File: config.mk
export PLATFORM = sky130hd
export DESIGN_NAME = dual_encoder_rpm_meter_unit
export DESIGN_NICKNAME = d
export VERILOG_FILES = /design/src/design/dre_pkg.sv /design/src/design/dre_front.sv /design/src/design/dre_queue.sv /design/src/design/dre_div.sv /design/src/design/dre_back.sv /design/src/design/dual_encoder_rpm_meter_unit.sv
export SDC_FILE = /design/constraint.sdc
export NUM_CORES = 2
export LEC_CHECK = 0
export BUFFER_PORTS_ARGS = -buffer_cell sky130_fd_sc_hd__buf_2
export CAP_MARGIN = 20
export CELL_PAD_IN_SITES_DETAIL_PLACEMENT = 1
export CELL_PAD_IN_SITES_GLOBAL_PLACEMENT = 2
export CORE_MARGIN = 4
export CORE_UTILIZATION = 38
export DETAILED_ROUTE_END_ITERATION = 12
export GPL_ROUTABILITY_DRIVEN = 0
export PLACE_DENSITY_LB_ADDON = 0.1
export SETUP_SLACK_MARGIN = 0.15
export SYNTH_ARGS = -nofsm -noshare
export SYNTH_HDL_FRONTEND = slang
export SYNTH_SLANG_ARGS = --single-unit
export TNS_END_PERCENT = 1
File: constraint.sdc
create_clock -name clk -period 7 [get_ports clk]
set_input_delay 0.35 -clock clk [delete_from_list [all_inputs] [get_ports clk]]
set_output_delay 0.35 -clock clk [all_outputs]
set_load 0.02 [all_outputs]
File: src/design/dre_pkg.sv
`timescale 1ns / 1ps

package dre_pkg;

    // Field widths of the words on the two channels.
    localparam int CNT_W  = 16;
    localparam int TIME_W = 32;
    localparam int RPM_W  = 32;
    localparam int TPR_W  = 16;

    // Elapsed time is only used when it is positive, so its sign bit is dropped.
    localparam int DT_W = TIME_W - 1;

    // Speed arithmetic: |diff| * 60000 * 2^FRAC_BITS / (ticks_per_rev * dt).
    localparam int FRAC_BITS = 8;
    localparam int MAG_W     = CNT_W;
    localparam int MS_W      = 16;
    localparam logic [MS_W-1:0] MS_PER_MIN = 16'd60000;
    localparam int PROD_W    = MAG_W + MS_W;
    localparam int NUM_W     = PROD_W + FRAC_BITS;
    localparam int DEN_W     = TPR_W + DT_W;
    localparam int REM_W     = DEN_W + 1;
    localparam int STEP_W    = $clog2(NUM_W + 1);

    // Saturation limits of the Q24.8 result.
    localparam logic [RPM_W-1:0] RPM_MAX = {1'b0, {(RPM_W-1){1'b1}}};
    localparam logic [RPM_W-1:0] RPM_MIN = {1'b1, {(RPM_W-1){1'b0}}};

    // Queue between the front and the back.
    localparam int QUEUE_DEPTH = 2;
    localparam int QPTR_W      = (QUEUE_DEPTH > 1) ? $clog2(QUEUE_DEPTH) : 1;
    localparam int QCNT_W      = $clog2(QUEUE_DEPTH + 1);

    // One classified word as it travels from the front to the back.
    typedef struct packed {
        logic [CNT_W-1:0] left_raw;
        logic [CNT_W-1:0] right_raw;
        logic [CNT_W-1:0] left_diff;
        logic [CNT_W-1:0] right_diff;
        logic [DT_W-1:0]  dt;
        logic             upd;
    } dre_entry_t;

    // Back end sequencer states.
    typedef enum logic [1:0] {
        BK_IDLE,
        BK_MUL,
        BK_DIV,
        BK_DONE
    } dre_state_t;

    // Applies the sign to a quotient magnitude and saturates to 32 bits.
    function automatic logic [RPM_W-1:0] sat_rpm(input logic neg, input logic [NUM_W-1:0] q);
        logic             over;
        logic [RPM_W-1:0] low;
        over = |q[NUM_W-1:RPM_W-1];
        low  = q[RPM_W-1:0];
        if (!neg)
        begin
            return over ? RPM_MAX : low;
        end
        return over ? RPM_MIN : (~low + RPM_W'(1));
    endfunction

endpackage

File: src/design/dre_front.sv
`timescale 1ns / 1ps

module dre_front (
    input  logic                              clk,
    input  logic                              rst_n,
    input  logic                              in_valid,
    output logic                              in_stall,
    input  logic [dre_pkg::TIME_W-1:0]        time_ms,
    input  logic signed [dre_pkg::CNT_W-1:0]  left_count,
    input  logic signed [dre_pkg::CNT_W-1:0]  right_count,
    input  logic                              q_full,
    output logic                              q_push,
    output dre_pkg::dre_entry_t               q_wdata
);
    import dre_pkg::*;

    logic [CNT_W-1:0]  prev_left_reg;
    logic [CNT_W-1:0]  prev_right_reg;
    logic [TIME_W-1:0] prev_time_reg;
    logic [TIME_W-1:0] dt_full;

    // A word is taken whenever the queue has room.
    assign in_stall = q_full;
    assign q_push   = in_valid && !q_full;

    // Elapsed time counts only when it is nonzero and below half the wrap range.
    assign dt_full = time_ms - prev_time_reg;

    // The 16-bit wrap of the count difference is the fold into the signed range.
    always_comb
    begin
        q_wdata.left_raw   = left_count;
        q_wdata.right_raw  = right_count;
        q_wdata.left_diff  = left_count - prev_left_reg;
        q_wdata.right_diff = right_count - prev_right_reg;
        q_wdata.dt         = dt_full[DT_W-1:0];
        q_wdata.upd        = (dt_full != '0) && !dt_full[TIME_W-1];
    end

    // The last counts and time follow every accepted word.
    always_ff @(posedge clk or negedge rst_n)
    begin
        if (!rst_n)
        begin
            prev_left_reg  <= '0;
            prev_right_reg <= '0;
            prev_time_reg  <= '0;
        end
        else if (q_push)
        begin
            prev_left_reg  <= left_count;
            prev_right_reg <= right_count;
            prev_time_reg  <= time_ms;
        end
    end

endmodule

File: src/design/dre_queue.sv
`timescale 1ns / 1ps

module dre_queue (
    input  logic                 clk,
    input  logic                 rst_n,
    input  logic                 push,
    input  dre_pkg::dre_entry_t  wdata,
    input  logic                 pop,
    output dre_pkg::dre_entry_t  rdata,
    output logic                 full,
    output logic                 empty
);
    import dre_pkg::*;

    dre_entry_t        slot_reg [QUEUE_DEPTH];
    logic [QPTR_W-1:0] wr_ptr_reg;
    logic [QPTR_W-1:0] rd_ptr_reg;
    logic [QCNT_W-1:0] count_reg;

    assign full  = (count_reg == QCNT_W'(QUEUE_DEPTH));
    assign empty = (count_reg == '0);
    assign rdata = slot_reg[rd_ptr_reg];

    function automatic logic [QPTR_W-1:0] ptr_inc(input logic [QPTR_W-1:0] p);
        return (p == QPTR_W'(QUEUE_DEPTH - 1)) ? '0 : p + QPTR_W'(1);
    endfunction

    // Storage slots.
    always_ff @(posedge clk)
    begin
        if (push)
        begin
            slot_reg[wr_ptr_reg] <= wdata;
        end
    end

    // Pointers and fill count.
    always_ff @(posedge clk or negedge rst_n)
    begin
        if (!rst_n)
        begin
            wr_ptr_reg <= '0;
            rd_ptr_reg <= '0;
            count_reg  <= '0;
        end
        else
        begin
            if (push)
            begin
                wr_ptr_reg <= ptr_inc(wr_ptr_reg);
            end
            if (pop)
            begin
                rd_ptr_reg <= ptr_inc(rd_ptr_reg);
            end
            if (push && !pop)
            begin
                count_reg <= count_reg + QCNT_W'(1);
            end
            else if (pop && !push)
            begin
                count_reg <= count_reg - QCNT_W'(1);
            end
        end
    end

endmodule

File: src/design/dre_div.sv
`timescale 1ns / 1ps

module dre_div (
    input  logic                       clk,
    input  logic                       rst_n,
    input  logic                       start,
    input  logic [dre_pkg::NUM_W-1:0]  num,
    input  logic [dre_pkg::DEN_W-1:0]  den,
    output logic                       busy,
    output logic [dre_pkg::NUM_W-1:0]  quot
);
    import dre_pkg::*;

    logic [REM_W-1:0]  rem_reg;
    logic [NUM_W-1:0]  qn_reg;
    logic [DEN_W-1:0]  den_reg;
    logic [STEP_W-1:0] step_reg;
    logic              busy_reg;
    logic [REM_W-1:0]  rem_sh;
    logic [REM_W:0]    trial;
    logic              ge;

    assign busy = busy_reg;
    assign quot = qn_reg;

    // One restoring step: shift in the next numerator bit and try the subtraction.
    assign rem_sh = {rem_reg[REM_W-2:0], qn_reg[NUM_W-1]};
    assign trial  = {1'b0, rem_sh} - {2'b00, den_reg};
    assign ge     = !trial[REM_W];

    // Operands and partial results; the numerator register collects the quotient.
    always_ff @(posedge clk)
    begin
        if (start)
        begin
            rem_reg <= '0;
            qn_reg  <= num;
            den_reg <= den;
        end
        else if (busy_reg)
        begin
            rem_reg <= ge ? trial[REM_W-1:0] : rem_sh;
            qn_reg  <= {qn_reg[NUM_W-2:0], ge};
        end
    end

    // Step counter.
    always_ff @(posedge clk or negedge rst_n)
    begin
        if (!rst_n)
        begin
            busy_reg <= 1'b0;
            step_reg <= '0;
        end
        else if (start)
        begin
            busy_reg <= 1'b1;
            step_reg <= STEP_W'(NUM_W);
        end
        else if (busy_reg)
        begin
            step_reg <= step_reg - STEP_W'(1);
            if (step_reg == STEP_W'(1))
            begin
                busy_reg <= 1'b0;
            end
        end
    end

endmodule

File: src/design/dre_back.sv
`timescale 1ns / 1ps

module dre_back (
    input  logic                              clk,
    input  logic                              rst_n,
    input  logic [dre_pkg::TPR_W-1:0]         tpr,
    input  logic                              q_empty,
    input  dre_pkg::dre_entry_t               q_rdata,
    output logic                              q_pop,
    output logic                              out_valid,
    input  logic                              out_stall,
    output logic signed [dre_pkg::CNT_W-1:0]  left_raw,
    output logic signed [dre_pkg::CNT_W-1:0]  right_raw,
    output logic signed [dre_pkg::RPM_W-1:0]  left_rpm,
    output logic signed [dre_pkg::RPM_W-1:0]  right_rpm,
    output logic                              rpm_updated
);
    import dre_pkg::*;

    dre_state_t        state_reg;
    dre_state_t        state_next;
    dre_entry_t        ent_reg;
    logic              div_start;
    logic              out_load;
    logic              busy_l;
    logic              busy_r;
    logic [NUM_W-1:0]  quot_l;
    logic [NUM_W-1:0]  quot_r;
    logic [MAG_W-1:0]  mag_l;
    logic [MAG_W-1:0]  mag_r;
    logic [PROD_W-1:0] prod_l;
    logic [PROD_W-1:0] prod_r;
    logic [NUM_W-1:0]  num_l;
    logic [NUM_W-1:0]  num_r;
    logic [TPR_W-1:0]  tpr_eff;
    logic [DEN_W-1:0]  den;
    logic [RPM_W-1:0]  speed_l;
    logic [RPM_W-1:0]  speed_r;
    logic [RPM_W-1:0]  held_l_reg;
    logic [RPM_W-1:0]  held_r_reg;
    logic              out_valid_reg;
    logic [CNT_W-1:0]  left_raw_reg;
    logic [CNT_W-1:0]  right_raw_reg;
    logic [RPM_W-1:0]  left_rpm_reg;
    logic [RPM_W-1:0]  right_rpm_reg;
    logic              rpm_updated_reg;

    // Magnitudes of the folded differences; the most negative value fits unsigned.
    assign mag_l = ent_reg.left_diff[CNT_W-1] ? (~ent_reg.left_diff + MAG_W'(1))
                                              : ent_reg.left_diff;
    assign mag_r = ent_reg.right_diff[CNT_W-1] ? (~ent_reg.right_diff + MAG_W'(1))
                                               : ent_reg.right_diff;

    // Numerators and the shared denominator; the dividers register them on start.
    assign prod_l  = PROD_W'(mag_l) * PROD_W'(MS_PER_MIN);
    assign prod_r  = PROD_W'(mag_r) * PROD_W'(MS_PER_MIN);
    assign num_l   = NUM_W'(prod_l) << FRAC_BITS;
    assign num_r   = NUM_W'(prod_r) << FRAC_BITS;
    assign tpr_eff = (tpr == '0) ? TPR_W'(1) : tpr;
    assign den     = DEN_W'(tpr_eff) * DEN_W'(ent_reg.dt);

    dre_div u_div_left (
        .clk   (clk),
        .rst_n (rst_n),
        .start (div_start),
        .num   (num_l),
        .den   (den),
        .busy  (busy_l),
        .quot  (quot_l)
    );

    dre_div u_div_right (
        .clk   (clk),
        .rst_n (rst_n),
        .start (div_start),
        .num   (num_r),
        .den   (den),
        .busy  (busy_r),
        .quot  (quot_r)
    );

    // Signed and saturated speeds from the quotients.
    assign speed_l = sat_rpm(ent_reg.left_diff[CNT_W-1], quot_l);
    assign speed_r = sat_rpm(ent_reg.right_diff[CNT_W-1], quot_r);

    // Sequencer state register.
    always_ff @(posedge clk or negedge rst_n)
    begin
        if (!rst_n)
        begin
            state_reg <= BK_IDLE;
        end
        else
        begin
            state_reg <= state_next;
        end
    end

    // Next state and control strobes.
    always_comb
    begin
        state_next = state_reg;
        q_pop      = 1'b0;
        div_start  = 1'b0;
        out_load   = 1'b0;
        case (state_reg)
            BK_IDLE:
            begin
                if (!q_empty)
                begin
                    q_pop      = 1'b1;
                    state_next = q_rdata.upd ? BK_MUL : BK_DONE;
                end
            end
            BK_MUL:
            begin
                div_start  = 1'b1;
                state_next = BK_DIV;
            end
            BK_DIV:
            begin
                if (!busy_l && !busy_r)
                begin
                    state_next = BK_DONE;
                end
            end
            BK_DONE:
            begin
                if (!out_valid_reg || !out_stall)
                begin
                    out_load   = 1'b1;
                    state_next = BK_IDLE;
                end
            end
            default:
            begin
                state_next = BK_IDLE;
            end
        endcase
    end

    // Word being worked on.
    always_ff @(posedge clk)
    begin
        if (q_pop)
        begin
            ent_reg <= q_rdata;
        end
    end

    // Held speeds change only when time has passed.
    always_ff @(posedge clk or negedge rst_n)
    begin
        if (!rst_n)
        begin
            held_l_reg <= '0;
            held_r_reg <= '0;
        end
        else if (out_load && ent_reg.upd)
        begin
            held_l_reg <= speed_l;
            held_r_reg <= speed_r;
        end
    end

    // Output register valid flag.
    always_ff @(posedge clk or negedge rst_n)
    begin
        if (!rst_n)
        begin
            out_valid_reg <= 1'b0;
        end
        else if (out_load)
        begin
            out_valid_reg <= 1'b1;
        end
        else if (!out_stall)
        begin
            out_valid_reg <= 1'b0;
        end
    end

    // Output register payload.
    always_ff @(posedge clk)
    begin
        if (out_load)
        begin
            left_raw_reg    <= ent_reg.left_raw;
            right_raw_reg   <= ent_reg.right_raw;
            left_rpm_reg    <= ent_reg.upd ? speed_l : held_l_reg;
            right_rpm_reg   <= ent_reg.upd ? speed_r : held_r_reg;
            rpm_updated_reg <= ent_reg.upd;
        end
    end

    assign out_valid   = out_valid_reg;
    assign left_raw    = left_raw_reg;
    assign right_raw   = right_raw_reg;
    assign left_rpm    = left_rpm_reg;
    assign right_rpm   = right_rpm_reg;
    assign rpm_updated = rpm_updated_reg;

endmodule

File: src/design/dual_encoder_rpm_meter_unit.sv
// Dual wheel encoder speed meter. Each input word carries a millisecond timestamp and the
// left and right 16-bit encoder counts; each output word returns both counts unchanged and
// both wheel speeds in signed Q24.8 RPM, with rpm_updated set when time has passed since
// the previous word (otherwise the last speeds are repeated). A word whose time has moved
// on leaves the queue, has its multiplies formed, runs 40 steps of the bit-serial
// dividers (one per wheel, running side by side), lets the sequencer see them finish
// and then reaches the output register. A word with no elapsed time goes from the
// queue straight to the output register. The front takes words while the two-entry queue
// has room, so up to two words can be waiting behind the one in progress. ticks_per_rev
// resets to 1 and a value of 0 is treated as 1; write it only while no word is in flight.
`timescale 1ns / 1ps

module dual_encoder_rpm_meter_unit (
    input  logic                              clk,
    input  logic                              rst_n,
    input  logic                              cfg_wr_en,
    input  logic [dre_pkg::TPR_W-1:0]         cfg_wr_data,
    input  logic                              in_valid,
    output logic                              in_stall,
    input  logic [dre_pkg::TIME_W-1:0]        time_ms,
    input  logic signed [dre_pkg::CNT_W-1:0]  left_count,
    input  logic signed [dre_pkg::CNT_W-1:0]  right_count,
    output logic                              out_valid,
    input  logic                              out_stall,
    output logic signed [dre_pkg::CNT_W-1:0]  left_raw,
    output logic signed [dre_pkg::CNT_W-1:0]  right_raw,
    output logic signed [dre_pkg::RPM_W-1:0]  left_rpm,
    output logic signed [dre_pkg::RPM_W-1:0]  right_rpm,
    output logic                              rpm_updated
);
    import dre_pkg::*;

    logic [TPR_W-1:0] tpr_reg;
    logic             q_push;
    logic             q_pop;
    logic             q_full;
    logic             q_empty;
    dre_entry_t       q_wdata;
    dre_entry_t       q_rdata;

    // Ticks per revolution register.
    always_ff @(posedge clk or negedge rst_n)
    begin
        if (!rst_n)
        begin
            tpr_reg <= TPR_W'(1);
        end
        else if (cfg_wr_en)
        begin
            tpr_reg <= cfg_wr_data;
        end
    end

    dre_front u_front (
        .clk         (clk),
        .rst_n       (rst_n),
        .in_valid    (in_valid),
        .in_stall    (in_stall),
        .time_ms     (time_ms),
        .left_count  (left_count),
        .right_count (right_count),
        .q_full      (q_full),
        .q_push      (q_push),
        .q_wdata     (q_wdata)
    );

    dre_queue u_queue (
        .clk   (clk),
        .rst_n (rst_n),
        .push  (q_push),
        .wdata (q_wdata),
        .pop   (q_pop),
        .rdata (q_rdata),
        .full  (q_full),
        .empty (q_empty)
    );

    dre_back u_back (
        .clk         (clk),
        .rst_n       (rst_n),
        .tpr         (tpr_reg),
        .q_empty     (q_empty),
        .q_rdata     (q_rdata),
        .q_pop       (q_pop),
        .out_valid   (out_valid),
        .out_stall   (out_stall),
        .left_raw    (left_raw),
        .right_raw   (right_raw),
        .left_rpm    (left_rpm),
        .right_rpm   (right_rpm),
        .rpm_updated (rpm_updated)
    );

    // The queue can never report full and empty at once.
    assert property (@(posedge clk) disable iff (!rst_n) !(q_full && q_empty))
        else $error("queue reports full and empty together");

    // The back end only takes a word that is really there.
    assert property (@(posedge clk) disable iff (!rst_n) q_pop |-> !q_empty)
        else $error("back end popped an empty queue");

    // An accepted input word always finds room in the queue.
    assert property (@(posedge clk) disable iff (!rst_n)
                     (in_valid && !in_stall) |-> (q_push && !q_full))
        else $error("input word accepted without queue room");

endmodule
==> impl_metrics.tcl <==
set metrics [dict create \
    run_status "finished, final reports clean" \
    antenna_left 0 \
    required_ns 7.42 \
    port_buffers 183 \
    antenna_found_initial 0 \
    synthFlopType "edfxtp_1" \
    tightest_slew_ns 1.016 \
    rsz0062_at_grt "yes" \
    cts_root_buffer "clkbuf_16" \
    clock_sinks 771 \
    die_w_um 408.4 \
    max-cap-violations 0 \
    async_flop_share_pct 21.40 \
    worst_slack_ns 0.2898 \
    fmax_mhz 149.0 \
    syn_to_final_growth_pct 14.18 \
    die_h_um 408.4 \
    drt_wl_total_um 166100 \
    setup_tns_ns 0 \
    h-tree-depth 3 \
    synth_nets 7042 \
    setup.worst_path.end_class "flop" \
    grt_pass1_wl_um 267700 \
    final_max_slew_viol_count 0 \
    slew-limit-headroom_pct 32.29 \
    path_max_fanout 10 \
    routedWlPerCell_um 19.64 \
    vias_per_cell 5.128 \
    fp-row-count 146 \
    dp_hpwl_um 128900 \
    overflow 0 \
    grt_pass1_vias 47450 \
    synth.ff_latch_count 771 \
    dieArea_um2 166800 \
    grt_max_degree 88 \
    dp_cells 8160 \
    reg2reg_to "u_back.u_div_left.den_reg[38]" \
    whs_ns 0.1865 \
    num_vias 43370 \
    final_common_cell "inv_1" \
    clkTransAtPathRegs_ns 0.06 \
    cts_tree "yes" \
    ios 184 \
    setup_viol 0 \
    fillerInstances 17620 \
    synth_edf_count 486 \
    largest_reg_flops 192 \
    ys_types 96 \
    ff2ff_path_depth 24 \
    critPathLaunchType "flop" \
    startpoint "tpr_reg[4]" \
    multi_input_area_um2 36310 \
    crit_arrival_ns 7.13 \
    r2r_start "tpr_reg[4]" \
    drive_gt1_share_pct 13.69 \
    syn_inst 5985 \
    highest_layer "met4" \
    hold_viol_final 0 \
    met3_length_um 3874 \
    drt_first_pass_iters 5 \
    yosys_warnings 0 \
    fin_skew_ns 0.04012 \
    syn_avg_cell_area_um2 10.18 \
    cts_inserted_buffers 94 \
    nNetsFinal 7359 \
    critPathKind "flop to flop" \
    endpoint "u_back.u_div_left.den_reg[38]" \
    drtIter0Drc 1846 \
    start_util_pct 38.34 \
    dr_wl_met2_um 80840 \
    rrSetupSlack_ns 0.29 \
    period_needed_ns 6.710 \
    seq_area_um2 21150 \
    final_cell_mix "inv_1, nand2_1, fa_1, edfxtp_1, ha_1" \
    clock_path_buffers 3 \
    insertion_delay_ns 0.71 \
    netlist_area_um2 60940 \
    core_um2 158900 \
    finalCritPeriodShare_pct 95.86 \
    seq_area_frac_synth_pct 34.67 \
    hold_path.class "primary input to flop" \
    drc 0 \
    fin_cells 8457 \
    grt.total_usage_pct 20.02 \
    post-place-ws_ns -0.1828 \
    wirelength_met1_um 76690 \
]
## per-layer routing
layer / GRT usage, % / vias up
met1: 26.68 / 21910
met3: 2.253 / 186
met2: 34.59 / 450
met4: 5.418 / 0
li1: - / 20820
met5: 0 / -
## worst min-delay path by stage
stage	start	to	cells past startpoint
after CTS	cfg_wr_en	tpr_reg[15]	2
after global placement	u_back.ent_reg[86]	u_back.left_raw[6]	0
after global routing	cfg_wr_en	tpr_reg[15]	2
after floorplan	rst_n	tpr_reg[10]	0
after detailed placement	u_back.ent_reg[68]	u_back.right_raw[4]	0
final	cfg_wr_en	tpr_reg[15]	2
## cell usage after synthesis, types with 20 or more instances
library cell  instances  area [um2]
or3_1                36       225.2
nor2_1              318        1194
dfxtp_1             120        2402
nand2_1             712        2673
xor2_1              123        1077
nand2b_1             34       212.7
nor2b_1              39       244.0
a311oi_1             40       350.3
dfrtp_1             164        4104
nor3_1               73       365.4
o21ai_0             289        1446
mux2i_1              45       450.4
nand4_1              21       131.4
edfxtp_1            486       14590
o21bai_1             28       210.2
a21boi_0             20       150.1
inv_1               774        2905
clkbuf_1            215       807.0
xnor2_1             164        1436
and2_1              223        1395
ha_1                441        5518
a211oi_1             44       330.3
and3_1               41       256.5
mux2_2              210        2365
a21o_1              117       878.3
fa_1                531       10630
o31ai_1              30       225.2
a31oi_1              27       168.9
nand3_1              61       305.3
o21a_1               27       202.7
a21oi_1             243        1216
## stage by stage
stage          area [um2]  utilization (%)
2_1_floorplan       60940                -
3_3_place_gp        64810            40.78
3_5_place_dp        64810            40.78
4_1_cts             68920            43.37
5_1_grt             69570            43.78
6_report            69580            43.78
## area by class of cell
class / count / area share, %
Clock buffer: 132 / 3.852
Inverter: 775 / 4.186
Sequential cell: 771 / 30.40
Tap cell: 2072 / 3.726
Timing Repair Buffer: 465 / 4.848
Clock inverter: 45 / 0.7948
Multi-Input combinational cell: 4195 / 52.18
Antenna cell: 2 / 0.007193
## repair_timing
item | CTS | global route
pin swaps | 2 | 27
setup endpoints to repair | 10 | 22
buffers inserted | 1 | 32
hold buffers | 82 | 0
endpoints found under the hold margin | 217 | 0
resized for setup | 17 | 80
## critical path, cell delays in order (launching register included)
cell	delay, ns
dfrtp_2	0.47
buf_4	0.17
buf_4	0.16
and2_1	0.18
fa_1	0.53
inv_1	0.05
fa_1	0.47
inv_1	0.05
fa_1	0.56
fa_1	0.45
fa_1	0.49
inv_1	0.05
fa_1	0.47
inv_1	0.04
ha_2	0.19
or3_4	0.39
o21ai_2	0.08
a211oi_2	0.08
or2_4	0.26
a221o_1	0.38
buf_4	0.18
a21o_4	0.22
a211o_1	0.27
a21oi_2	0.16
xnor2_1	0.07
## kinds of logic (layout without fill, tap and decap cells)
kind of cell / after synthesis / after routing / synth area share (%)
and+or+nand+nor: 1647 / 1647 / 12.60
AOI/OAI and AO/OA: 1034 / 1034 / 11.10
buffers and inverters: 1019 / 1417 / 6.384
adders and majority gates: 972 / 972 / 26.50
DFF: 771 / 771 / 34.67
xor gates and xnor gates: 287 / 287 / 4.125
muxes: 255 / 255 / 4.620
other: 0 / 2 / 0
Power is left out: the tool's default activity adds up to more than one toggle a clock period on the data nets, which glitch-free logic cannot reach.
